`config.mk`:
```
export PLATFORM = sky130hd
export DESIGN_NAME = positional_list_engine_unit
export DESIGN_NICKNAME = d
export VERILOG_FILES = /design/src/design/ple_pkg.sv /design/src/design/positional_list_engine_unit.sv /design/src/design/ple_store.sv
export SDC_FILE = /design/constraint.sdc
export NUM_CORES = 1
export LEC_CHECK = 0
export BUFFER_PORTS_ARGS = -buffer_cell sky130_fd_sc_hd__buf_2
export CORE_ASPECT_RATIO = 1.25
export CORE_MARGIN = 2
export CORE_UTILIZATION = 64
export CTS_BUF_LIST = sky130_fd_sc_hd__clkbuf_2
export CTS_CLUSTER_SIZE = 16
export DETAILED_ROUTE_END_ITERATION = 10
export GPL_TIMING_DRIVEN = 0
export HOLD_SLACK_MARGIN = 0.1
export PLACE_DENSITY_LB_ADDON = 0.3
export SYNTH_ARGS = -nofsm -noshare
export SYNTH_HDL_FRONTEND = slang
export SYNTH_SLANG_ARGS = --single-unit
```
`constraint.sdc`:
```
create_clock -name i_clk -period 4.7 [get_ports i_clk]
set_input_delay 0.47 -clock i_clk [delete_from_list [all_inputs] [get_ports i_clk]]
set_output_delay 0.47 -clock i_clk [all_outputs]
set_load 0.01 [all_outputs]
```
`src/design/ple_pkg.sv`:
```
// Package for the positional list engine: request/result types and codes.
package ple_pkg;

    localparam int unsigned DepthDefault     = 16;
    localparam int unsigned DataWidthDefault = 32;

    localparam logic [2:0] REQ_INSERT = 3'd0;
    localparam logic [2:0] REQ_REMOVE = 3'd1;
    localparam logic [2:0] REQ_READ   = 3'd2;
    localparam logic [2:0] REQ_WRITE  = 3'd3;
    localparam logic [2:0] REQ_CLEAR  = 3'd4;

    localparam logic [1:0] STAT_OK      = 2'd0;
    localparam logic [1:0] STAT_BAD_POS = 2'd1;
    localparam logic [1:0] STAT_FULL    = 2'd2;

    typedef struct packed {
        logic [2:0]  req_type;
        logic [4:0]  position;
        logic [31:0] entry_value;
    } t_req;

    typedef struct packed {
        logic [31:0] read_value;
        logic [1:0]  status;
        logic [4:0]  list_length;
    } t_rsp;

endpackage

```
`src/design/positional_list_engine_unit.sv`:
```
// Top level of the positional list engine: request decode, shift sequencer, result register.
// Read, write, clear and rejected requests pass through the decode state S_RD and then S_DONE,
// which registers the result. Insert and remove move one entry at a time through the memory's
// one read and one write port, an S_MRD read and an S_MWR write per entry moved, as the read is registered.
// One request is in flight at a time; the next is accepted the cycle after the result is
// loaded into the output register, and a stalled result holds the sequencer in its last state.
// Synchronous active-low reset clears the length and control state; memory contents
// are undefined until written.
module positional_list_engine_unit #(
    parameter int unsigned DEPTH      = ple_pkg::DepthDefault,
    parameter int unsigned DATA_WIDTH = ple_pkg::DataWidthDefault
) (
    input  logic          i_clk,
    input  logic          i_rst_n,
    input  logic          i_valid,
    output logic          o_ready,
    input  ple_pkg::t_req i_req,
    output logic          o_valid,
    input  logic          i_ready,
    output ple_pkg::t_rsp o_rsp
);
    import ple_pkg::*;

    localparam int unsigned AW = $clog2(DEPTH);
    localparam int unsigned CW = $clog2(DEPTH + 1);

    localparam logic [2:0] S_IDLE  = 3'd0;
    localparam logic [2:0] S_RD    = 3'd1;
    localparam logic [2:0] S_MRD   = 3'd2;
    localparam logic [2:0] S_MWR   = 3'd3;
    localparam logic [2:0] S_DONE  = 3'd4;

    logic [2:0]            r_state, n_state;
    logic [CW-1:0]         r_count, n_count;
    t_req                  r_req;
    logic [CW-1:0]         r_idx, n_idx;
    logic [1:0]            r_status, n_status;
    logic                  r_out_v, n_out_v;
    t_rsp                  r_rsp, n_rsp;

    logic                  mem_we;
    logic [AW-1:0]         mem_waddr, mem_raddr;
    logic [DATA_WIDTH-1:0] mem_wdata, mem_rdata;
    logic [DATA_WIDTH-1:0] req_val;
    logic [CW-1:0]         pos_ext;
    logic                  accept;

    ple_store #(.DEPTH(DEPTH), .DATA_WIDTH(DATA_WIDTH)) u_store (
        .i_clk  (i_clk),
        .i_we   (mem_we),
        .i_waddr(mem_waddr),
        .i_wdata(mem_wdata),
        .i_raddr(mem_raddr),
        .o_rdata(mem_rdata)
    );

    assign o_ready = (r_state == S_IDLE);
    assign accept  = i_valid && o_ready;
    assign req_val = DATA_WIDTH'(r_req.entry_value);
    assign pos_ext = CW'(r_req.position);

    // Sequencer: check the request, then shift entries one step at a time.
    always_comb begin
        n_state   = r_state;
        n_count   = r_count;
        n_idx     = r_idx;
        n_status  = r_status;
        n_out_v   = r_out_v;
        n_rsp     = r_rsp;
        mem_we    = 1'b0;
        mem_waddr = r_idx[AW-1:0];
        mem_wdata = req_val;
        mem_raddr = r_idx[AW-1:0];
        if (r_out_v && i_ready) begin
            n_out_v = 1'b0;
        end
        unique case (r_state)
            S_IDLE: begin
                if (accept) begin
                    n_state = S_RD;
                end
            end
            S_RD: begin
                // Decode and check; reads present the address now.
                n_status = STAT_OK;
                n_state  = S_DONE;
                case (r_req.req_type)
                    REQ_INSERT: begin
                        if ({1'b0, r_req.position} > 6'(r_count)) begin
                            n_status = STAT_BAD_POS;
                        end else if (32'(r_count) >= DEPTH) begin
                            n_status = STAT_FULL;
                        end else begin
                            n_idx   = r_count;
                            n_state = S_MRD;
                        end
                    end
                    REQ_REMOVE: begin
                        if ({1'b0, r_req.position} >= 6'(r_count)) begin
                            n_status = STAT_BAD_POS;
                        end else begin
                            n_idx   = pos_ext;
                            n_state = S_MRD;
                        end
                    end
                    REQ_READ: begin
                        if ({1'b0, r_req.position} >= 6'(r_count)) begin
                            n_status = STAT_BAD_POS;
                        end else begin
                            mem_raddr = r_req.position[AW-1:0];
                        end
                    end
                    REQ_WRITE: begin
                        if ({1'b0, r_req.position} >= 6'(r_count)) begin
                            n_status = STAT_BAD_POS;
                        end else begin
                            mem_we    = 1'b1;
                            mem_waddr = r_req.position[AW-1:0];
                        end
                    end
                    REQ_CLEAR: n_count = '0;
                    default: ;
                endcase
            end
            S_MRD: begin
                // Insert: read idx-1 to move back; remove: read idx+1 to move forward.
                if (r_req.req_type == REQ_INSERT) begin
                    if (r_idx == pos_ext) begin
                        mem_we    = 1'b1;
                        mem_waddr = r_idx[AW-1:0];
                        n_count   = r_count + 1'b1;
                        n_state   = S_DONE;
                    end else begin
                        mem_raddr = AW'(r_idx - 1'b1);
                        n_state   = S_MWR;
                    end
                end else begin
                    if (r_idx + 1'b1 >= r_count) begin
                        n_count = r_count - 1'b1;
                        n_state = S_DONE;
                    end else begin
                        mem_raddr = AW'(r_idx + 1'b1);
                        n_state   = S_MWR;
                    end
                end
            end
            S_MWR: begin
                mem_we    = 1'b1;
                mem_waddr = r_idx[AW-1:0];
                mem_wdata = mem_rdata;
                n_idx     = (r_req.req_type == REQ_INSERT) ? r_idx - 1'b1 : r_idx + 1'b1;
                n_state   = S_MRD;
            end
            S_DONE: begin
                // Keep the read address so a read result survives a wait here.
                mem_raddr = r_req.position[AW-1:0];
                // Result goes out once the output register is free.
                if (!r_out_v) begin
                    n_out_v           = 1'b1;
                    n_rsp.status      = r_status;
                    n_rsp.list_length = 5'(r_count);
                    n_rsp.read_value  = '0;
                    if (r_req.req_type == REQ_READ && r_status == STAT_OK) begin
                        n_rsp.read_value = 32'(mem_rdata);
                    end
                    n_state = S_IDLE;
                end
            end
            default: n_state = S_IDLE;
        endcase
    end

    // Control registers.
    always_ff @(posedge i_clk) begin
        if (!i_rst_n) begin
            r_state <= S_IDLE;
            r_count <= '0;
            r_out_v <= 1'b0;
        end else begin
            r_state <= n_state;
            r_count <= n_count;
            r_out_v <= n_out_v;
        end
    end

    // Payload registers.
    always_ff @(posedge i_clk) begin
        if (accept) begin
            r_req <= i_req;
        end
        r_idx    <= n_idx;
        r_status <= n_status;
        r_rsp    <= n_rsp;
    end

    assign o_valid = r_out_v;
    assign o_rsp   = r_rsp;
endmodule

```
`src/design/ple_store.sv`:
```
// Entry memory of the list with a registered read port.
module ple_store #(
    parameter int unsigned DEPTH      = 16,
    parameter int unsigned DATA_WIDTH = 32,
    localparam int unsigned AW        = $clog2(DEPTH)
) (
    input  logic                  i_clk,
    input  logic                  i_we,
    input  logic [AW-1:0]         i_waddr,
    input  logic [DATA_WIDTH-1:0] i_wdata,
    input  logic [AW-1:0]         i_raddr,
    output logic [DATA_WIDTH-1:0] o_rdata
);
    logic [DATA_WIDTH-1:0] r_mem [DEPTH];
    logic [DATA_WIDTH-1:0] r_rdata;

    // Synchronous write and registered read.
    always_ff @(posedge i_clk) begin
        if (i_we) begin
            r_mem[i_waddr] <= i_wdata;
        end
        r_rdata <= r_mem[i_raddr];
    end

    assign o_rdata = r_rdata;
endmodule

```
* Word-level counts from Yosys, hierarchy flattened
Memory sizes are Yosys's and may differ from the RTL's. A register that Yosys moved wholly into a read port is not among the register bits. Cells that the tools add are included. W data, S select, Z words.
Cells by class: bitwise logic cells 1, mux-type cells 44, equality and inequality tests 18, shift operators 0, add/subtract/negate cells 4, order comparisons 4, div/mod/pow operators 0, reductions and logical operators 13, multipliers 0
Operators with widths (number):
- $mux W5 | 8
- $mux W32 | 1
- $pmux W5 S2 | 3
- $mux W4 | 7
- $mux W3 | 8
- $ne A3 B3 Y1 const B | 5
- $pmux W3 S5 | 1
- $eq A3 B2 Y1 const B | 4
- $pmux W4 S3 | 1
- $add A5 B1 Y5 const B | 2
- $ge A5 B5 Y1 | 2
- $mux W1 | 10
- $sub A5 B1 Y5 const B | 2
- $eq A3 B1 Y1 const B | 2
- $eq A3 B3 Y1 const B | 2
- $logic_not A3 Y1 | 2
- $pmux W3 S2 | 1
- $eq A5 B5 Y1 | 1
- $ge A5 B5 Y1 const B | 1
- $gt A5 B5 Y1 | 1
- $reduce_and A5 Y1 | 1
- $mux W2 | 2
- $ne A2 B1 Y1 const B | 2
- $pmux W2 S2 | 1
- other kinds (10) | 14
Storage, ports and cells: bits in latches 0, output and inout bits 41, memories 1, logic and storage cells 96, bits in registers 95, memory bits (read-only) 0, memory bits (writable) 512
Memory list:
- u_store.r_mem | depth 16, width 32, read ports 1, clocked after memory_dff 1, wr ports 1, RTL line ple_store.sv:14 | logic [DATA_WIDTH-1:0] r_mem [DEPTH];

* Longest topological paths before layout
word-level depth 6, mapped depth 14

* Hierarchy
Synthesis repeated with hierarchy kept, for this count alone.
Second synthesis, totals: cell total of the unflattened synthesis 1200, area total of the unflattened synthesis 24456.0 um^2
By module, submodules not included:
- ple_store | cells each 838, area an instance 19835.3 um^2, seq. area each 16015.4 um^2, times used 1
- positional_list_engine_unit | cells each 362, area an instance 4620.7 um^2, seq. area each 2762.6 um^2, times used 1

* Least setup slack after synthesis
No wires, ideal clock.
path kind register -> register, start reg r_state[0], end reg r_rsp, in the netlist o_rsp[0], enable pin, slack 0.723 ns, required time 4.214 ns, arrival 3.490 ns, buffers on the path 1, setup time 0.486 ns, period minus slack after synthesis 3.977 ns, stages on the path, launching flop included 4, cell sequence dfxtp_1 or2_2 buf_2 nor3_1
On the way: longest elaborated chain between the ends 2
Ends and longest elaborated chain:
- from (decl) | RTL line positional_list_engine_unit.sv:33 | logic [2:0] r_state, n_state;
- from (signal assigned) | RTL line positional_list_engine_unit.sv:180 | r_state <= n_state;
- $eq A3 B3 Y1 | RTL line positional_list_engine_unit.sv:77 | unique case (r_state)
- $reduce_and A2 Y1 (no source line)
- to (signal assigned) | RTL line positional_list_engine_unit.sv:193 | r_rsp <= n_rsp;
- to (decl) | RTL line positional_list_engine_unit.sv:39 | t_rsp r_rsp, n_rsp;
Every way passes these cells. A chain may end at the register's enable or synchronous reset.

* Final worst setup path
start reg r_idx[2], end reg u_store.r_rdata[11], in the netlist u_store.o_rdata[11] (read register of u_store.r_mem)
On the way: longest elaborated chain between the ends 5, elaborated cells on any way between the ends 10, classes of those cells 2 x add/sub; 1 x order compare; 1 x eq/ne; 6 x mux
Ends and longest elaborated chain:
- from (decl) | RTL line positional_list_engine_unit.sv:36 | logic [CW-1:0] r_idx, n_idx;
- from (signal assigned) | RTL line positional_list_engine_unit.sv:191 | r_idx <= n_idx;
- $add A5 B1 Y5 | RTL line positional_list_engine_unit.sv:138 | if (r_idx + 1'b1 >= r_count) begin
- $ge A5 B5 Y1 | RTL line positional_list_engine_unit.sv:138
- $mux W4 | RTL line positional_list_engine_unit.sv:138
- $mux W4 | RTL line positional_list_engine_unit.sv:127 | if (r_req.req_type == REQ_INSERT) begin
- $pmux W4 S3 * | RTL line positional_list_engine_unit.sv:77
- to (decl) | RTL line ple_store.sv:15 | logic [DATA_WIDTH-1:0] r_rdata;
Every way passes the cells marked *; elsewhere a longest branch is shown, timed or not.

==> summary.md <==
| Metric | Value |
|---|---|
| Outcome | `finished clean` |
| # rows | `80` |
| Final core occ | `0.750` |
| CP most frequent cell | `a31oi_1` |
| CP Cell Sequence | `buf_2 > xor2_1 > ha_1 > a21o_1 > a31oi_1 > o21ai_0 > o2bb2a_1 > a31oi_1 > nand2_1 > nor2_1 > clkbuf_1 > a221o_1` |
| Post-Syn Instances | `1,197` |
| Initial core utilization | `0.649` |
| RePlAce Congestion | `0.849` |
| CTS tree | `done` |
| DR iter-0 viols | `approximately 1,500` |
| Int Pwr | `around 8000 uW` |
| Postcts setup bufs | `0` |
| WL/cell | `between 20 and 30 um` |
| Clk_skew | `0.0995 ns` |
| Max VDD drop | `approximately 0.21 mV` |
| Mean cell area of the mapped netlist | `20.7 um2` |
| Async S/R FF share, synth | `0` |
| Gr usage total | `0.285` |
| Slew Viols, Final | `0` |
| Pre-antenna DRT Iters | `7` |
| First-pass GRT wire length | `around 84 mm` |
| Slew Limit Headroom | `0.173` |
| Crit path max fanout | `10` |
| Post-route ant nets | `0` |
| Clk_lat worst skew | `between 1 and 1.5 ns` |
| Die Area | `slightly above 40,000 um2` |
| Yosys top cell area share | `0.725` |
| Top cells by area, synth | `edfxtp_1, mux4_2, dfxtp_1` |
| Die Y | `around 220 um` |
| Mapped cell area | `between 20,000 and 25,000 um2` |
| H-tree depth | `4` |
| Clk sink count | `639` |
| Final setup fails | `0` |
| Clk buf depth | `3` |
| Fin crit period | `roughly 4.5 ns` |
| CTS Root Cell | `clkbuf_2` |
| Vias in the first global route | `14,000` |
| Clk slew on worst S/H paths | `~0.12 ns` |
| Final wirelength | `56.0 mm` |
| Final worst-path cycle share | `0.951` |
| Critical path arrival | `about 5.5 ns` |
| Vias per cell | `6.30` |
| Final hold viol count | `0` |
| Worst path slowest cell | `clkbuf_1` |
| Slew of the pin with the lowest slew margin | `approximately 1.2 ns` |
| FF+latch count, synth | `~640` |
| Syn-to-layout area delta | `15.6%` |
| Sequential area share after synthesis | `0.759` |
| Ratio of cells with drive above 1 in the final layout | `0.324` |
| Cell taking the most area after synthesis | `edfxtp_1` |
| Cell area power density | `379 nW/um2` |
| Via count | `~14,000` |
| Crit Path Category | `register to register` |
| MaxCap Viol Count | `0` |
| Fillers | `~2,100` |
| Distinct cells, synth | `62` |
| Max Freq | `224 MHz` |
| Crit-path max cell delay | `between 0.6 and 0.7 ns` |
| HP Class | `input pin to register` |
| Grt ovf | `0` |
| Crit end category | `register` |
| Leak pwr | `0.00995 uW` |
| Setup TNS | `0 ns` |
| Critical Path Source Type | `register` |
| Net Count, Synth | `approximately 1,300` |
| Comb pwr share | `0.081` |
| Sw Pwr | `2620 uW` |
| # DRC | `0` |
| Fin nets | `about 1,600` |
| Top_reg_cell synth | `edfxtp_1` |
| Core area | `38,100 um2` |
| # IOs | `85` |
| Largest net degree at the start of global routing | `26` |
| Die width | `~180 um` |
| Clock share of power | `0.331` |
| Port buffer count | `84` |
| Register share of total power | `0.588` |
| CP Data Required Time | `5.74 ns` |
| Total CTS buffers | `147` |
| Number of flops mapped to enable cells by yosys | `about 600` |
| Initial antenna violation count | `1` |
| Switch share | `0.242` |
| Synth warnings | `0` |
| HPWL after detailed placement | `between 30 and 40 mm` |
-- state kept, by name, indices dropped and copies added, names as in the netlist, 5 cells and up --
name and cells:
r_idx 5, u_store.o_rdata 32, u_store.r_mem 512, pos_ext 5
r_count 5, o_rsp 39, req_val 32
-- per-stage QoR --
step	instances	setup WS, ns	instance area [um2]	total power [uW]	hold slack [ns]
floorplan	1197	0.723	24800	7050	0.428
global placement	1773	-1.82	25800	7290	0.433
detailed placement	1794	-0.0254	26400	7330	0.447
CTS	2146	0.104	28600	10900	0.103
global route	2146	-0.0167	28600	11200	0.132
finish	2146	0.232	28600	10800	0.172
-- cells in the mapped netlist, types with 11 or more instances --
master	count
edfxtp_1	598
mux4_2	100
dfxtp_1	41
nor2_1	41
a22o_1	35
and2_1	33
a221o_1	32
mux2_2	32
clkbuf_1	31
mux4_1	28
nand2_1	25
inv_1	17
ha_1	15
o21ai_0	15
a21oi_1	14
nand3_1	12
nor3_1	12
buf_2	11
xnor2_1	11
-- power by group through the flow --
stage          Combinational [uW]  Sequential, uW  Clock (uW)
2_1_floorplan                 563            6490           0
3_3_place_gp                  779            6510           0
3_5_place_dp                  821            6510           0
4_1_cts                       878            6380        3620
5_1_grt                       938            6390        3900
6_report                      881            6380        3590
-- final cells by class --
type                            instances  area, um2  share of cell area
Sequential cell                       639      18800               0.656
Inverter                               18       70.1             0.00245
Clock inverter                         40        262             0.00914
Multi-Input combinational cell        480       5690               0.199
Tap cell                              492        616              0.0215
Clock buffer                          226       1130              0.0395
Buffer                                 59        349              0.0122
Antenna cell                            1       2.50           0.0000874
Timing Repair Buffer                  191       1720              0.0602
-- critical path: cells and delay by family (launching register included) --
kind / cells / cell delay (ns)
and+or+nand+nor: 2 / 0.45
AOI/OAI and AO/OA: 6 / 1.81
DFF: 1 / 0.58
xor gates and xnor gates: 1 / 0.28
buffers and inverters: 2 / 0.97
adders and majority gates: 1 / 0.30
-- cells in the final DEF, fill, tap and decap left out, types with 11 or more instances in the layout --
cell / instances
nor2_1: 25
buf_6: 11
clkbuf_2: 231
xnor2_1: 11
mux4_1: 28
a21oi_1: 14
clkinv_1: 26
nand3_1: 12
edfxtp_1: 598
a22o_1: 35
inv_1: 17
ha_1: 15
nor2_4: 16
mux2_2: 32
clkbuf_1: 25
buf_12: 11
o21ai_0: 15
nand2_1: 25
dfxtp_1: 41
and2_1: 33
nor3_1: 11
mux4_2: 100
buf_2: 96
dlygate4sd3_1: 86
a221o_1: 32
-- what timing repair did --
| action | in CTS | in global routing |
|---|---|---|
| resized for setup | 3 | 7 |
| endpoints found under the setup margin | 14 | 31 |
| pin swaps | 0 | 0 |
| hold endpoints to repair | 64 | 0 |
| hold buffers | 86 | 0 |
-- cells by family after synthesis --
kind of cell	synth area share
compound gates	0.0450
xor+xnor	0.00495
fa+ha+maj	0.00839
buf+inv	0.0168
flops	0.759
mux	0.136
simple gates	0.0303
-- layer usage --
layer | wire, um | global-route usage
met1 | 20600 | 0.364
met2 | 28400 | 0.474
met3 | 5030 | 0.0658
met4 | 2030 | 0.131
met5 | 0 | 0
-- worst paths after layout --
kind                                   from                  end  slack, ns  cells past startpoint
worst max-delay path               r_idx[2]  u_store.o_rdata[11]       0.23                     12
worst min register to register  r_status[1]             o_rsp[6]       0.48                      0
worst min-delay path                i_rst_n           r_state[2]       0.17                      3
worst max register to register     r_idx[2]  u_store.o_rdata[11]       0.23                     12
No activity file was read; power rests on OpenSTA's default activity.
